**src/assert_macros.svh**
```systemverilog
// Assertion macros used by the RTL file of the constant table unit.
`ifndef ASSERT_MACROS_SVH
`define ASSERT_MACROS_SVH

`ifndef SYNTHESIS

// Check a property on every rising edge outside reset.
`define CFTU_ASSERT(lbl, prop, msg) \
  lbl: assert property (@(posedge clk_i) disable iff (!rst_ni) prop) else $error(msg);

// Check a property on every rising edge, reset included.
`define CFTU_ASSERT_ALWAYS(lbl, prop, msg) \
  lbl: assert property (@(posedge clk_i) prop) else $error(msg);

`else

`define CFTU_ASSERT(lbl, prop, msg)
`define CFTU_ASSERT_ALWAYS(lbl, prop, msg)

`endif

`endif

```
**src/crcft_pkg.sv**
```systemverilog
// Constants, codes and the shift-xor step of the CRC fold constant table unit.
package crcft_pkg;

  // Table geometry
  localparam int INNER_UNROLL     = 2048;
  localparam int OUTER_UNROLL     = 8;
  localparam int BYTE_TABLE_WORDS = 256;

  // Field widths
  localparam int IDX_W     = 11;
  localparam int IN_DATA_W = ((IDX_W + 7) / 8) * 8;
  localparam int WORD_W    = 32;
  localparam int LOG_W     = $clog2(WORD_W);

  // Section boundaries of the table
  localparam int FOLDS_Q     = INNER_UNROLL / OUTER_UNROLL;
  localparam int OUTER_WORDS = 4 * (OUTER_UNROLL - 1);
  localparam int INNER_WORDS = 4 * FOLDS_Q;
  localparam int OUTER_END   = BYTE_TABLE_WORDS + OUTER_WORDS;
  localparam int INNER_END   = OUTER_END + INNER_WORDS;
  localparam int TABLE_END   = INNER_END + 4;
  localparam int CMP_W       = ($clog2(TABLE_END + 1) > IDX_W + 1) ?
                               $clog2(TABLE_END + 1) : IDX_W + 1;

  // Largest fold count and the widths that follow from it
  localparam int FOLD_STRIDE   = 4 * OUTER_UNROLL;
  localparam int INNER_FOLDMAX = (FOLDS_Q > 0) ? FOLD_STRIDE * (FOLDS_Q - 1) + 4 : 0;
  localparam int FOLD_MAX      = (INNER_FOLDMAX > OUTER_WORDS) ? INNER_FOLDMAX : OUTER_WORDS;
  localparam int N_W           = $clog2(FOLD_MAX + 1);
  localparam int K_W           = (FOLDS_Q > 1) ? $clog2(FOLDS_Q) : 1;
  localparam int EXP_W         = N_W + LOG_W;
  localparam int EBIT_W        = $clog2(EXP_W);
  localparam int NORM_W        = $clog2(WORD_W + 1);
  localparam int CNT_W         = $clog2(2 * WORD_W + 1);
  localparam int BYTE_STEPS    = 8;

  // Configuration register indexes
  localparam int CFG_IDX_W = 1;
  localparam logic [CFG_IDX_W-1:0] REG_POLY   = 1'd0;
  localparam logic [CFG_IDX_W-1:0] REG_ENDIAN = 1'd1;

  localparam logic [WORD_W-1:0] POLY_RESET = 32'hEDB8_8320;

  // Request kinds
  localparam logic [1:0] KIND_BYTE = 2'd0;
  localparam logic [1:0] KIND_FOLD = 2'd1;
  localparam logic [1:0] KIND_POLY = 2'd2;
  localparam logic [1:0] KIND_OOR  = 2'd3;

  // The value 1 in the reflected domain (top-degree coefficient in bit 0 order)
  localparam logic [WORD_W-1:0] FOLD_ONE = {1'b1, {(WORD_W-1){1'b0}}};

  // One reflected shift-xor step: multiply by x modulo the polynomial
  function automatic logic [WORD_W-1:0] mulx(input logic [WORD_W-1:0] v,
                                             input logic [WORD_W-1:0] poly);
    return (v >> 1) ^ (v[0] ? poly : '0);
  endfunction

endpackage

```
**src/crc_fold_constant_table_unit.sv**
```systemverilog
// CRC fold constant table unit: returns one word of the fold/Barrett table per request.
// Byte words come from shift-xor steps; fold words from bit-serial squaring over the exponent
// bits; polynomial words from a normalising shift, then long division.
// Throughput: one request at a time, set by the single bit-serial GF(2) multiply/divide unit;
// a finished result waits in the output register while the next request is taken.
// Reset (rst_ni low, asynchronous): polynomial 0xEDB88320, little-endian, no result pending.
`include "assert_macros.svh"

module crc_fold_constant_table_unit (
  input  logic                                 clk_i,
  input  logic                                 rst_ni,
  input  logic                                 s_axis_tvalid,
  output logic                                 s_axis_tready,
  input  logic [crcft_pkg::IN_DATA_W-1:0]      s_axis_tdata,  // [10:0] entry_index
  output logic                                 m_axis_tvalid,
  input  logic                                 m_axis_tready,
  output logic [crcft_pkg::WORD_W-1:0]         m_axis_tdata,  // [31:0] table_word
  output logic                                 m_axis_tuser,  // [0] out_of_range
  input  logic                                 cfg_we_i,
  input  logic [crcft_pkg::CFG_IDX_W-1:0]      cfg_idx_i,
  input  logic [crcft_pkg::WORD_W-1:0]         cfg_data_i
);
  import crcft_pkg::*;

  localparam logic [2:0] ST_IDLE = 3'd0;
  localparam logic [2:0] ST_BYTE = 3'd1;
  localparam logic [2:0] ST_SQR  = 3'd2;
  localparam logic [2:0] ST_NORM = 3'd3;
  localparam logic [2:0] ST_DIV  = 3'd4;
  localparam logic [2:0] ST_DONE = 3'd5;

  localparam logic [LOG_W-1:0] EXP_LOW = '1;

  // Configuration
  logic [WORD_W-1:0] poly_q;
  logic              le_q;

  // Control
  logic [2:0]        state_q, state_d;
  logic              out_valid_q, out_valid_d;

  // Datapath
  logic [1:0]        kind_q, kind_d;
  logic [1:0]        pick_q, pick_d;
  logic [WORD_W-1:0] res_q, res_d;
  logic [WORD_W-1:0] base_q, base_d;
  logic [WORD_W-1:0] sh_q, sh_d;
  logic [EXP_W-1:0]  exp_q, exp_d;
  logic [EBIT_W-1:0] ebit_q, ebit_d;
  logic [CNT_W-1:0]  cnt_q, cnt_d;
  logic [NORM_W-1:0] norm_q, norm_d;
  logic [WORD_W:0]   div_q, div_d;
  logic [WORD_W:0]   rem_q, rem_d;
  logic [2*WORD_W-1:0] quo_q, quo_d;
  logic [WORD_W-1:0] word_q, word_d;
  logic              flag_q, flag_d;

  // Request decode
  logic              in_accept;
  logic [CMP_W-1:0]  idx_ext, j_out, j_in, j_poly;
  logic [N_W-1:0]    jq_n, n3, n_outer, base_n, n_inner, in_fold;
  logic [K_W-1:0]    k_blk;
  logic [1:0]        in_kind, in_pick;

  // Step logic
  logic [WORD_W-1:0] sq_step, sq_last;
  logic              qbit;
  logic [WORD_W:0]   rem_x;
  logic [WORD_W-1:0] poly_word;

  assign in_accept     = s_axis_tvalid && s_axis_tready;
  assign s_axis_tready = (state_q == ST_IDLE);
  assign m_axis_tvalid = out_valid_q;
  assign m_axis_tdata  = word_q;
  assign m_axis_tuser  = flag_q;

  // Hold the configuration registers
  always_ff @(posedge clk_i or negedge rst_ni) begin
    if (!rst_ni) begin
      poly_q <= POLY_RESET;
      le_q   <= 1'b1;
    end else if (cfg_we_i) begin
      unique case (cfg_idx_i)
        REG_POLY:   poly_q <= cfg_data_i;
        REG_ENDIAN: le_q   <= cfg_data_i[0];
      endcase
    end
  end

  // Decode the index into a section, a fold count and a word pick
  always_comb begin
    idx_ext = CMP_W'(s_axis_tdata[IDX_W-1:0]);
    j_out   = idx_ext - CMP_W'(BYTE_TABLE_WORDS);
    j_in    = idx_ext - CMP_W'(OUTER_END);
    j_poly  = idx_ext - CMP_W'(INNER_END);

    jq_n    = N_W'(j_out >> 2);
    n3      = (jq_n + N_W'(1)) << 2;
    n_outer = ((j_out[0] == 1'b0) == le_q) ? n3 : n3 - N_W'(1);

    k_blk   = K_W'(FOLDS_Q - 1) - K_W'(j_in >> 2);
    base_n  = N_W'(FOLD_STRIDE) * N_W'(k_blk);
    n_inner = le_q ? base_n + N_W'(4) - N_W'(j_in[1:0])
                   : base_n + N_W'(1) + N_W'(j_in[1:0]);

    in_fold = n_outer;
    in_pick = j_poly[1:0];
    priority if (idx_ext < CMP_W'(BYTE_TABLE_WORDS)) begin
      in_kind = KIND_BYTE;
    end else if (idx_ext < CMP_W'(OUTER_END)) begin
      in_kind = KIND_FOLD;
    end else if (idx_ext < CMP_W'(INNER_END)) begin
      in_kind = KIND_FOLD;
      in_fold = n_inner;
    end else if (idx_ext < CMP_W'(TABLE_END)) begin
      in_kind = KIND_POLY;
    end else begin
      in_kind = KIND_OOR;
    end
  end

  // One Horner step of the square, and the closing multiply by x for a set exponent bit
  assign sq_step = mulx(res_q, poly_q) ^ (sh_q[0] ? base_q : '0);
  assign sq_last = exp_q[EXP_W-1] ? mulx(sq_step, poly_q) : sq_step;

  // One long-division step against the normalised divisor
  assign qbit  = rem_q[WORD_W];
  assign rem_x = qbit ? (rem_q ^ div_q) : rem_q;

  // Select a polynomial or quotient word by endianness and position
  always_comb begin
    if (le_q) begin
      unique case (pick_q)
        2'd0: poly_word = quo_q[WORD_W-1:0];
        2'd1: poly_word = quo_q[2*WORD_W-1:WORD_W];
        2'd2: poly_word = {poly_q[WORD_W-2:0], 1'b1};
        2'd3: poly_word = {{(WORD_W-1){1'b0}}, poly_q[WORD_W-1]};
      endcase
    end else begin
      unique case (pick_q)
        2'd0: poly_word = {{(WORD_W-1){1'b0}}, poly_q[WORD_W-1]};
        2'd1: poly_word = {poly_q[WORD_W-2:0], 1'b1};
        2'd2: poly_word = quo_q[2*WORD_W-1:WORD_W];
        2'd3: poly_word = quo_q[WORD_W-1:0];
      endcase
    end
  end

  // Sequence the request through the shared bit-serial unit
  always_comb begin
    state_d     = state_q;
    out_valid_d = out_valid_q;
    kind_d      = kind_q;
    pick_d      = pick_q;
    res_d       = res_q;
    base_d      = base_q;
    sh_d        = sh_q;
    exp_d       = exp_q;
    ebit_d      = ebit_q;
    cnt_d       = cnt_q;
    norm_d      = norm_q;
    div_d       = div_q;
    rem_d       = rem_q;
    quo_d       = quo_q;
    word_d      = word_q;
    flag_d      = flag_q;

    if (m_axis_tvalid && m_axis_tready) begin
      out_valid_d = 1'b0;
    end

    unique case (state_q)
      ST_IDLE: begin
        if (in_accept) begin
          kind_d = in_kind;
          pick_d = in_pick;
          cnt_d  = '0;
          unique case (in_kind)
            KIND_BYTE: begin
              res_d   = WORD_W'(s_axis_tdata[IDX_W-1:0]);
              state_d = ST_BYTE;
            end
            KIND_FOLD: begin
              base_d  = FOLD_ONE;
              sh_d    = FOLD_ONE;
              res_d   = '0;
              exp_d   = {in_fold, EXP_LOW};
              ebit_d  = EBIT_W'(EXP_W - 1);
              state_d = ST_SQR;
            end
            KIND_POLY: begin
              div_d   = {poly_q, 1'b1};
              norm_d  = '0;
              quo_d   = '0;
              state_d = ST_NORM;
            end
            KIND_OOR: begin
              res_d   = '0;
              state_d = ST_DONE;
            end
          endcase
        end
      end
      ST_BYTE: begin
        res_d = mulx(res_q, poly_q);
        cnt_d = cnt_q + CNT_W'(1);
        if (cnt_q == CNT_W'(BYTE_STEPS - 1)) begin
          state_d = ST_DONE;
        end
      end
      ST_SQR: begin
        sh_d  = sh_q >> 1;
        cnt_d = cnt_q + CNT_W'(1);
        res_d = sq_step;
        if (cnt_q == CNT_W'(WORD_W - 1)) begin
          exp_d = exp_q << 1;
          cnt_d = '0;
          if (ebit_q == '0) begin
            res_d   = sq_last;
            state_d = ST_DONE;
          end else begin
            base_d = sq_last;
            sh_d   = sq_last;
            res_d  = '0;
            ebit_d = ebit_q - EBIT_W'(1);
          end
        end
      end
      ST_NORM: begin
        if (div_q[WORD_W]) begin
          if (norm_q == NORM_W'(WORD_W)) begin
            // divisor is 1: quotient overflows and reads as zero
            state_d = ST_DONE;
          end else begin
            rem_d   = {1'b1, {WORD_W{1'b0}}};
            cnt_d   = '0;
            state_d = ST_DIV;
          end
        end else begin
          div_d  = div_q << 1;
          norm_d = norm_q + NORM_W'(1);
        end
      end
      ST_DIV: begin
        rem_d = {rem_x[WORD_W-1:0], 1'b0};
        quo_d = {quo_q[2*WORD_W-2:0], qbit};
        cnt_d = cnt_q + CNT_W'(1);
        if (cnt_q == CNT_W'(WORD_W) + CNT_W'(norm_q)) begin
          state_d = ST_DONE;
        end
      end
      ST_DONE: begin
        if (!out_valid_q || m_axis_tready) begin
          out_valid_d = 1'b1;
          word_d      = (kind_q == KIND_POLY) ? poly_word : res_q;
          flag_d      = (kind_q == KIND_OOR);
          state_d     = ST_IDLE;
        end
      end
      default: begin
        state_d = ST_IDLE;
      end
    endcase
  end

  // Advance control state
  always_ff @(posedge clk_i or negedge rst_ni) begin
    if (!rst_ni) begin
      state_q     <= ST_IDLE;
      out_valid_q <= 1'b0;
    end else begin
      state_q     <= state_d;
      out_valid_q <= out_valid_d;
    end
  end

  // Hold the datapath registers
  always_ff @(posedge clk_i) begin
    kind_q <= kind_d;
    pick_q <= pick_d;
    res_q  <= res_d;
    base_q <= base_d;
    sh_q   <= sh_d;
    exp_q  <= exp_d;
    ebit_q <= ebit_d;
    cnt_q  <= cnt_d;
    norm_q <= norm_d;
    div_q  <= div_d;
    rem_q  <= rem_d;
    quo_q  <= quo_d;
    word_q <= word_d;
    flag_q <= flag_d;
  end

  `CFTU_ASSERT(oor_word_zero_a, m_axis_tvalid && m_axis_tuser |-> m_axis_tdata == '0, "out-of-range result carries a nonzero word")
  `CFTU_ASSERT(one_request_a, s_axis_tvalid && s_axis_tready |=> !s_axis_tready, "second request taken while one is in work")
  `CFTU_ASSERT_ALWAYS(div_norm_a, state_q == ST_DIV |-> div_q[WORD_W], "division started with an unnormalised divisor")
  `CFTU_ASSERT_ALWAYS(sqr_count_a, state_q == ST_SQR |-> cnt_q < CNT_W'(WORD_W), "square step count ran past the word width")

endmodule
```
**config.mk**
```make
export PLATFORM = sky130hd
export DESIGN_NAME = crc_fold_constant_table_unit
export DESIGN_NICKNAME = d
export VERILOG_FILES = /design/src/crcft_pkg.sv /design/src/crc_fold_constant_table_unit.sv
export VERILOG_INCLUDE_DIRS = /design/src /design/src/src
export SDC_FILE = /design/constraint.sdc
export NUM_CORES = 1
export LEC_CHECK = 0
export ABC_AREA = 1
export CAP_MARGIN = 40
export CORE_AREA = 2 2 204 246
export CTS_BUF_LIST = sky130_fd_sc_hd__clkbuf_8 sky130_fd_sc_hd__clkbuf_16
export DETAILED_ROUTE_END_ITERATION = 10
export DIE_AREA = 0 0 206 248
export DONT_BUFFER_PORTS = 1
export GPL_TIMING_DRIVEN = 0
export HOLD_SLACK_MARGIN = 0.15
export PLACE_DENSITY_LB_ADDON = 0.3
export SLEW_MARGIN = 20
export SYNTH_ARGS = -nofsm -noshare
export SYNTH_HDL_FRONTEND = slang
export SYNTH_SLANG_ARGS = --single-unit
```
**constraint.sdc**
```tcl
create_clock -name clk_i -period 10.5 [get_ports clk_i]
set_input_delay 1.05 -clock clk_i [delete_from_list [all_inputs] [get_ports clk_i]]
set_output_delay 1.05 -clock clk_i [all_outputs]
set_load 0.05 [all_outputs]
```
==> impl_metrics.env, run 1 <==
export IMPL_tns_ns=0
export IMPL_syn_nets=2318
export IMPL_max_freq_mhz=253
export IMPL_worstPathRequired_ns=10.75
export IMPL_cts_htree_levels=2
export IMPL_hold_viol_final=0
export IMPL_power_density_nw_per_um2=295
export IMPL_worst_pin_slew_ns=0.867
export IMPL_root_buffer="clkbuf_16"
export IMPL_ys_flop_type="edfxtp_1"
export IMPL_num_rows=89
export IMPL_fillers=4838
export IMPL_drive_gt1_share_pct=7.81
export IMPL_clk_pin_slew_ns=0.06
export IMPL_first_global_vias=15100
export IMPL_dieArea_um2=51100
export IMPL_cts_tree="yes"
export IMPL_netlist_top_cells_count="465 x nand2_1, 298 x edfxtp_1, 286 x inv_1"
export IMPL_drt_wl_total_um=58100
export IMPL_drt_iter0_drc=1443
export IMPL_cts_num_sinks=335
export IMPL_ant_nets=0
export IMPL_drc=0
export IMPL_synth_seq_cells=335
export IMPL_finClkSkew_ns=0.0157
export IMPL_syn_area_per_cell_um2=8.37
export IMPL_slew_viol_final=0
export IMPL_grt_max_degree=38
export IMPL_hpwl_um=45700
export IMPL_start_util_pct=38.6
export IMPL_synth_area_um2=18800
export IMPL_crit_path_max_fanout=11
export IMPL_hold_path_class="in2async"
export IMPL_cts_buffers=36
export IMPL_ctsHoldBuffers=0
export IMPL_met1_usage_pct=29.0
export IMPL_layout_nets=2372
export IMPL_rsz0062_at_grt="no"
export IMPL_power_leakage_nw=9.13
export IMPL_ys_types=45
export IMPL_grt_usage_pct=22.7
export IMPL_synth_seq_area_share_pct=52.6
export IMPL_antenna_found_initial=10
export IMPL_grtUsageMet3_pct=2.48
export IMPL_synth_edf_count=298
export IMPL_area_delta_synth_final_pct=11.7
export IMPL_irDropWorstVdd_v=0.000112
export IMPL_gp_congestion=0.941
export IMPL_insertion_delay_ns=0.54
export IMPL_gr_usage_met2_pct=39.0
export IMPL_drt_vias_per_instance=5.26
export IMPL_io_buffers=0
export IMPL_start_kind="input pin"
export IMPL_final_util_pct=43.1
export IMPL_cts_resized=0
export IMPL_fin_crit_sh_pct=37.6
export IMPL_status="completed"
export IMPL_cp_end_kind="register"
export IMPL_max_cap_viol_count=0
export IMPL_synth_most_common_cell="nand2_1"
export IMPL_relSlewSlack_pct=42.2
export IMPL_routedWlPerCell_um=19.5
export IMPL_die_y_um=248
export IMPL_synth_top_cells_by_area="edfxtp_1 48%, nand2_1 9.3%, inv_1 5.7%"
export IMPL_synthCells=2249
export IMPL_synth_top_area_share_pct=47.5
export IMPL_die_w_um=206
export IMPL_ys_async_sr_fraction_pct=11.0
export IMPL_power_mw=6.21
export IMPL_postCtsSetupBuffers=0
export IMPL_floorplan_core_area_um2=48800
export IMPL_dr_pass1_iters=5
export IMPL_ctsLongestPathBuffers=3
export IMPL_critical_path_class="in2reg"
export IMPL_worstPathArrival_ns=4.20
export IMPL_period_minus_slack_ns=3.95
export IMPL_gr_max_usage_layer="met2"
export IMPL_io_pins=89
export IMPL_via_count=15700
export IMPL_synth_top_cell_by_area="edfxtp_1"
export IMPL_grt_pass1_wl_um=88300
export IMPL_yosys_warnings=0
export IMPL_grt_overflow_total=0
export IMPL_setup_viol_count_final=0
==> state kept, by name (all words and copies together) (netlist names) <==
| signal | flops |
|---|---|
| quo_q | 64 |
| div_q | 33 |
| base_q | 32 |
| m_axis_tdata | 32 |
| poly_q | 32 |
| rem_q | 32 |
| res_q | 32 |
| sh_q | 32 |
| exp_q | 18 |
| cnt_q | 7 |
| norm_q | 6 |
| ebit_q | 5 |
| state_q | 3 |
| kind_q | 2 |
| pick_q | 2 |
| le_q | 1 |
| m_axis_tuser | 1 |
| m_axis_tvalid | 1 |
==> final timing paths <==
path / cells after the start / slack, ns / to / startpoint
worst min-delay path: 0 / 0.20 / poly_q[18]$_DFFE_PN0P_ / rst_ni
worst max-delay path: 16 / 6.55 / quo_q[21]$_SDFFCE_PP0P_ / s_axis_tdata[4]
min in group clk_i: 1 / 0.52 / exp_q[1]$_SDFFCE_PN1P_ / exp_q[0]$_DFFE_PP_
worst min register to register: 1 / 0.52 / exp_q[1]$_SDFFCE_PN1P_ / exp_q[0]$_DFFE_PP_
worst max register to register: 8 / 7.30 / base_q[18]$_SDFFCE_PN0P_ / state_q[0]$_DFFE_PN0P_
max in group asynchronous: 0 / 10.10 / poly_q[8]$_DFFE_PN1P_ / rst_ni
==> cell families after synthesis <==
logic type | count (synthesis) | synth area share [%]
simple gates | 1007 | 22.7
compound gates | 421 | 12.2
buf+inv | 413 | 8.82
flops | 335 | 52.6
xor+xnor | 58 | 2.70
fa+ha+maj | 15 | 0.997
==> per-stage QoR <==
stage          setup WS, ns  hold WS (ns)  instances  instance area [um2]
3_3_place_gp          0.846         0.491       2886                19600
3_5_place_dp           5.96         0.499       2902                19900
4_1_cts                6.54         0.181       2967                21000
5_1_grt                6.29         0.179       2974                21000
6_report               6.55         0.201       2976                21000
2_1_floorplan          3.46         0.482       2249                18800
==> critical path, cell delays in order <==
cell      delay, ns
buf_4          0.15
nand3_2        0.16
inv_2          0.15
nand2_1        0.06
nor2_1         0.21
nor2_2         0.13
clkinv_1       0.24
ha_1           0.20
nor2_1         0.06
nor3_2         0.43
buf_4          0.31
buf_4          0.23
buf_4          0.22
buf_4          0.20
buf_4          0.21
buf_6          0.17
==> routing by layer <==
layer / vias to the layer above / share of wire, %
met4: 2 / 3.4
met3: 111 / 5.0
met1: 7416 / 42
met5: - / 0.019
met2: 507 / 50
li1: 7626 / -
==> layout by cell type (no fill, tap or decap), types with 7 or more instances in the layout <==
cell type  count
a21oi_1      128
a31oi_1       22
and3_1        31
buf_2         27
buf_4         13
buf_6         12
clkbuf_1      64
clkbuf_16     37
dfrtp_1       22
dfstp_2       15
diode_2        9
edfxtp_1     298
ha_1          15
inv_1        296
inv_2         14
nand2_1      465
nand3_1      158
nand4_1        7
nor2_1       268
nor3_1        35
o21a_1         9
o21ai_0      153
o21ai_1       23
o21bai_1      11
o22ai_1       64
or2_2         16
xnor2_1       28
xor2_1        30
==> layout make-up <==
class,instances,area [um2],share of cell area (%)
clock buffers,42,995,4.73
plain buffers,110,522,2.48
repair buffers,16,191,0.911
clock inverters,23,138,0.655
multi-input cells,1501,7330,34.9
diodes,9,22.5,0.107
well taps,637,797,3.79
inverters,303,1140,5.41
flip-flops and latches,335,9890,47.1
==> power breakdown <==
part           internal [mW]  switching, mW
logic                  0.738           1.71
clock network          0.701          0.545
registers               2.15          0.358
total                   3.59           2.62
Note: power is estimated with default switching activity, not from simulation.
==> run 2: changes to the inputs <==
- clock period: 10.5 -> 3.95 ns (I/O delays scaled with it)
==> impl_metrics.env, run 2 (synthesis gave the netlist of run 1 again) <==
export IMPL_layout_nets=2416
export IMPL_place_area_um2=19900
export IMPL_first_global_vias=15400
export IMPL_hold_viol_final=0
export IMPL_hold_slack_ns=0.268
export IMPL_fin_crit_sh_pct=81.5
export IMPL_cts_resized=0
export IMPL_routedWlPerCell_um=19.3
export IMPL_hpwl_um=45400
export IMPL_r2r_start="state_q[0]$_DFFE_PN0P_"
export IMPL_relSlewSlack_pct=41.7
export IMPL_root_buffer="clkbuf_16"
export IMPL_clk_pin_slew_ns=0.06
export IMPL_fillers=4833
export IMPL_crit_path_max_fanout=14
export IMPL_dieArea_um2=51100
export IMPL_drive_gt1_share_pct=7.37
export IMPL_grt_max_degree=38
export IMPL_status="completed"
export IMPL_ctsHoldBuffers=46
export IMPL_area_delta_synth_final_pct=14.2
export IMPL_crit_chain="inv_1 > nand2_1 > nor2_1 > inv_2 > clkbuf_1 > a211oi_4 > buf_6 > buf_6"
export IMPL_ctsLongestPathBuffers=3
export IMPL_slowest_delay_ns=0.63
export IMPL_max_freq_mhz=311
export IMPL_ff_latch_area_um2=9890
export IMPL_worstPathRequired_ns=4.20
export IMPL_slew_viol_final=0
export IMPL_io_buffers=0
export IMPL_floorplan_core_area_um2=48800
export IMPL_setup_viol_count_final=0
export IMPL_cts_tree="yes"
export IMPL_place_ws_ns=0.582
export IMPL_final_cell_area_um2=21500
export IMPL_cp_end_kind="register"
export IMPL_period_minus_slack_ns=3.22
export IMPL_cp_top_family="buffers and inverters"
export IMPL_hold_path_class="in2reg"
export IMPL_grtUsageMet3_pct=2.86
export IMPL_cts_num_sinks=335
export IMPL_r2r_slack_ns=0.73
export IMPL_insertion_delay_ns=0.55
export IMPL_drt_wl_total_um=58300
export IMPL_grt_usage_pct=22.8
export IMPL_grt_pass1_wl_um=89100
export IMPL_irDropWorstVdd_v=0.000361
export IMPL_gr_max_usage_layer="met2"
export IMPL_num_rows=89
export IMPL_dr_pass1_iters=5
export IMPL_drc=0
export IMPL_power_mw=16.6
export IMPL_r2r_worst_path_cells=8
export IMPL_largest_register_ffs=64
export IMPL_drt_iter0_drc=1409
export IMPL_met1_usage_pct=28.7
export IMPL_gr_usage_met2_pct=39.4
export IMPL_gp_congestion=0.923
export IMPL_die_w_um=206
export IMPL_cp_common_cell="buf_6"
export IMPL_crit_path_end="rem_q[18]$_SDFFCE_PP0P_"
export IMPL_startpoint="state_q[0]$_DFFE_PN0P_"
export IMPL_reg_top3="quo_q x64, div_q x33"
export IMPL_cp_num_buf_inv=5
export IMPL_path_depth=8
export IMPL_worstPathArrival_ns=3.47
export IMPL_fin_ws_ns=0.731
export IMPL_worst_pin_slew_ns=0.872
export IMPL_die_y_um=248
export IMPL_drt_vias_per_instance=5.26
export IMPL_start_util_pct=38.6
export IMPL_critical_path_class="reg2reg"
export IMPL_final_cell_mix="465 x nand2_1, 298 x edfxtp_1, 296 x inv_1, 268 x nor2_1, 158 x nand3_1"
export IMPL_cts_htree_levels=2
export IMPL_grt_overflow_total=0
export IMPL_postCtsSetupBuffers=0
export IMPL_r2r_end="rem_q[18]$_SDFFCE_PP0P_"
export IMPL_via_count=15900
export IMPL_multi_input_area_um2=7330
export IMPL_cts_buffers=37
export IMPL_rsz0062_at_grt="no"
export IMPL_finClkSkew_ns=0.0247
export IMPL_largest_register="quo_q"
export IMPL_ant_nets=0
export IMPL_crit_slowest_cell="a211oi_4"
export IMPL_layout_commonest_cell="nand2_1"
export IMPL_io_pins=89
export IMPL_max_cap_viol_count=0
export IMPL_power_density_nw_per_um2=771
export IMPL_antenna_found_initial=9
export IMPL_power_leakage_nw=9.31
export IMPL_tns_ns=0
export IMPL_start_kind="register"
-- run 2: cell count changes in the layout (fill, tap and decap cells not counted), moves of 2 or more --
cell / delta
buf_8: +2
clkbuf_8: -5
dlygate4sd3_1: +45
clkinv_1: +8
buf_4: -6
clkinv_2: -2
clkinv_8: +2
diode_2: -5
-- run 2: tightest hold or removal path, cell delays in order --
cell and delay, ns:
buf_4 0.15, a31oi_1 0.09, nand2_1 0.06
-- run 2: layer usage --
metal | vias up | share of wire [%]
met4 | 10 | 3.9
met2 | 507 | 49
met5 | - | 0.094
met1 | 7513 | 42
met3 | 141 | 4.8
li1 | 7697 | -
-- run 2: where the power goes --
group          total [mW]  internal, mW  leakage, nW  switching (mW)
Sequential           6.68          5.73         3.23           0.951
Combinational        6.57          2.00         5.49            4.57
Clock                3.33          1.84        0.591            1.49
-- run 2: worst min path at each step --
stage	to	slack, ns	cells past startpoint	startpoint
floorplan	m_axis_tvalid$_DFF_PN0_	0.1	0	rst_ni
detailed placement	poly_q[18]$_DFFE_PN0P_	0.10	0	rst_ni
finish	res_q[4]$_DFFE_PP_	0.27	3	s_axis_tdata[4]
global placement	poly_q[17]$_DFFE_PN0P_	0.10	0	rst_ni
CTS	res_q[4]$_DFFE_PP_	0.26	3	s_axis_tdata[4]
global route	res_q[4]$_DFFE_PP_	0.29	3	s_axis_tdata[4]
-- run 2: layout make-up --
type                    count  share of cell area [%]
multi-input cells        1501                    34.1
flip-flops and latches    335                    46.0
plain buffers             110                    2.43
clock buffers              37                    4.31
well taps                 637                    3.71
diodes                      4                  0.0466
inverters                 303                    5.29
clock inverters            31                   0.984
repair buffers             59                    3.10
-- run 2: through the flow --
stage          std cells  utilization (%)
2_1_floorplan       2249                -
3_3_place_gp        2886             40.3
3_5_place_dp        2898             40.7
4_1_cts             3012             44.0
5_1_grt             3017             44.1
6_report            3017             44.1
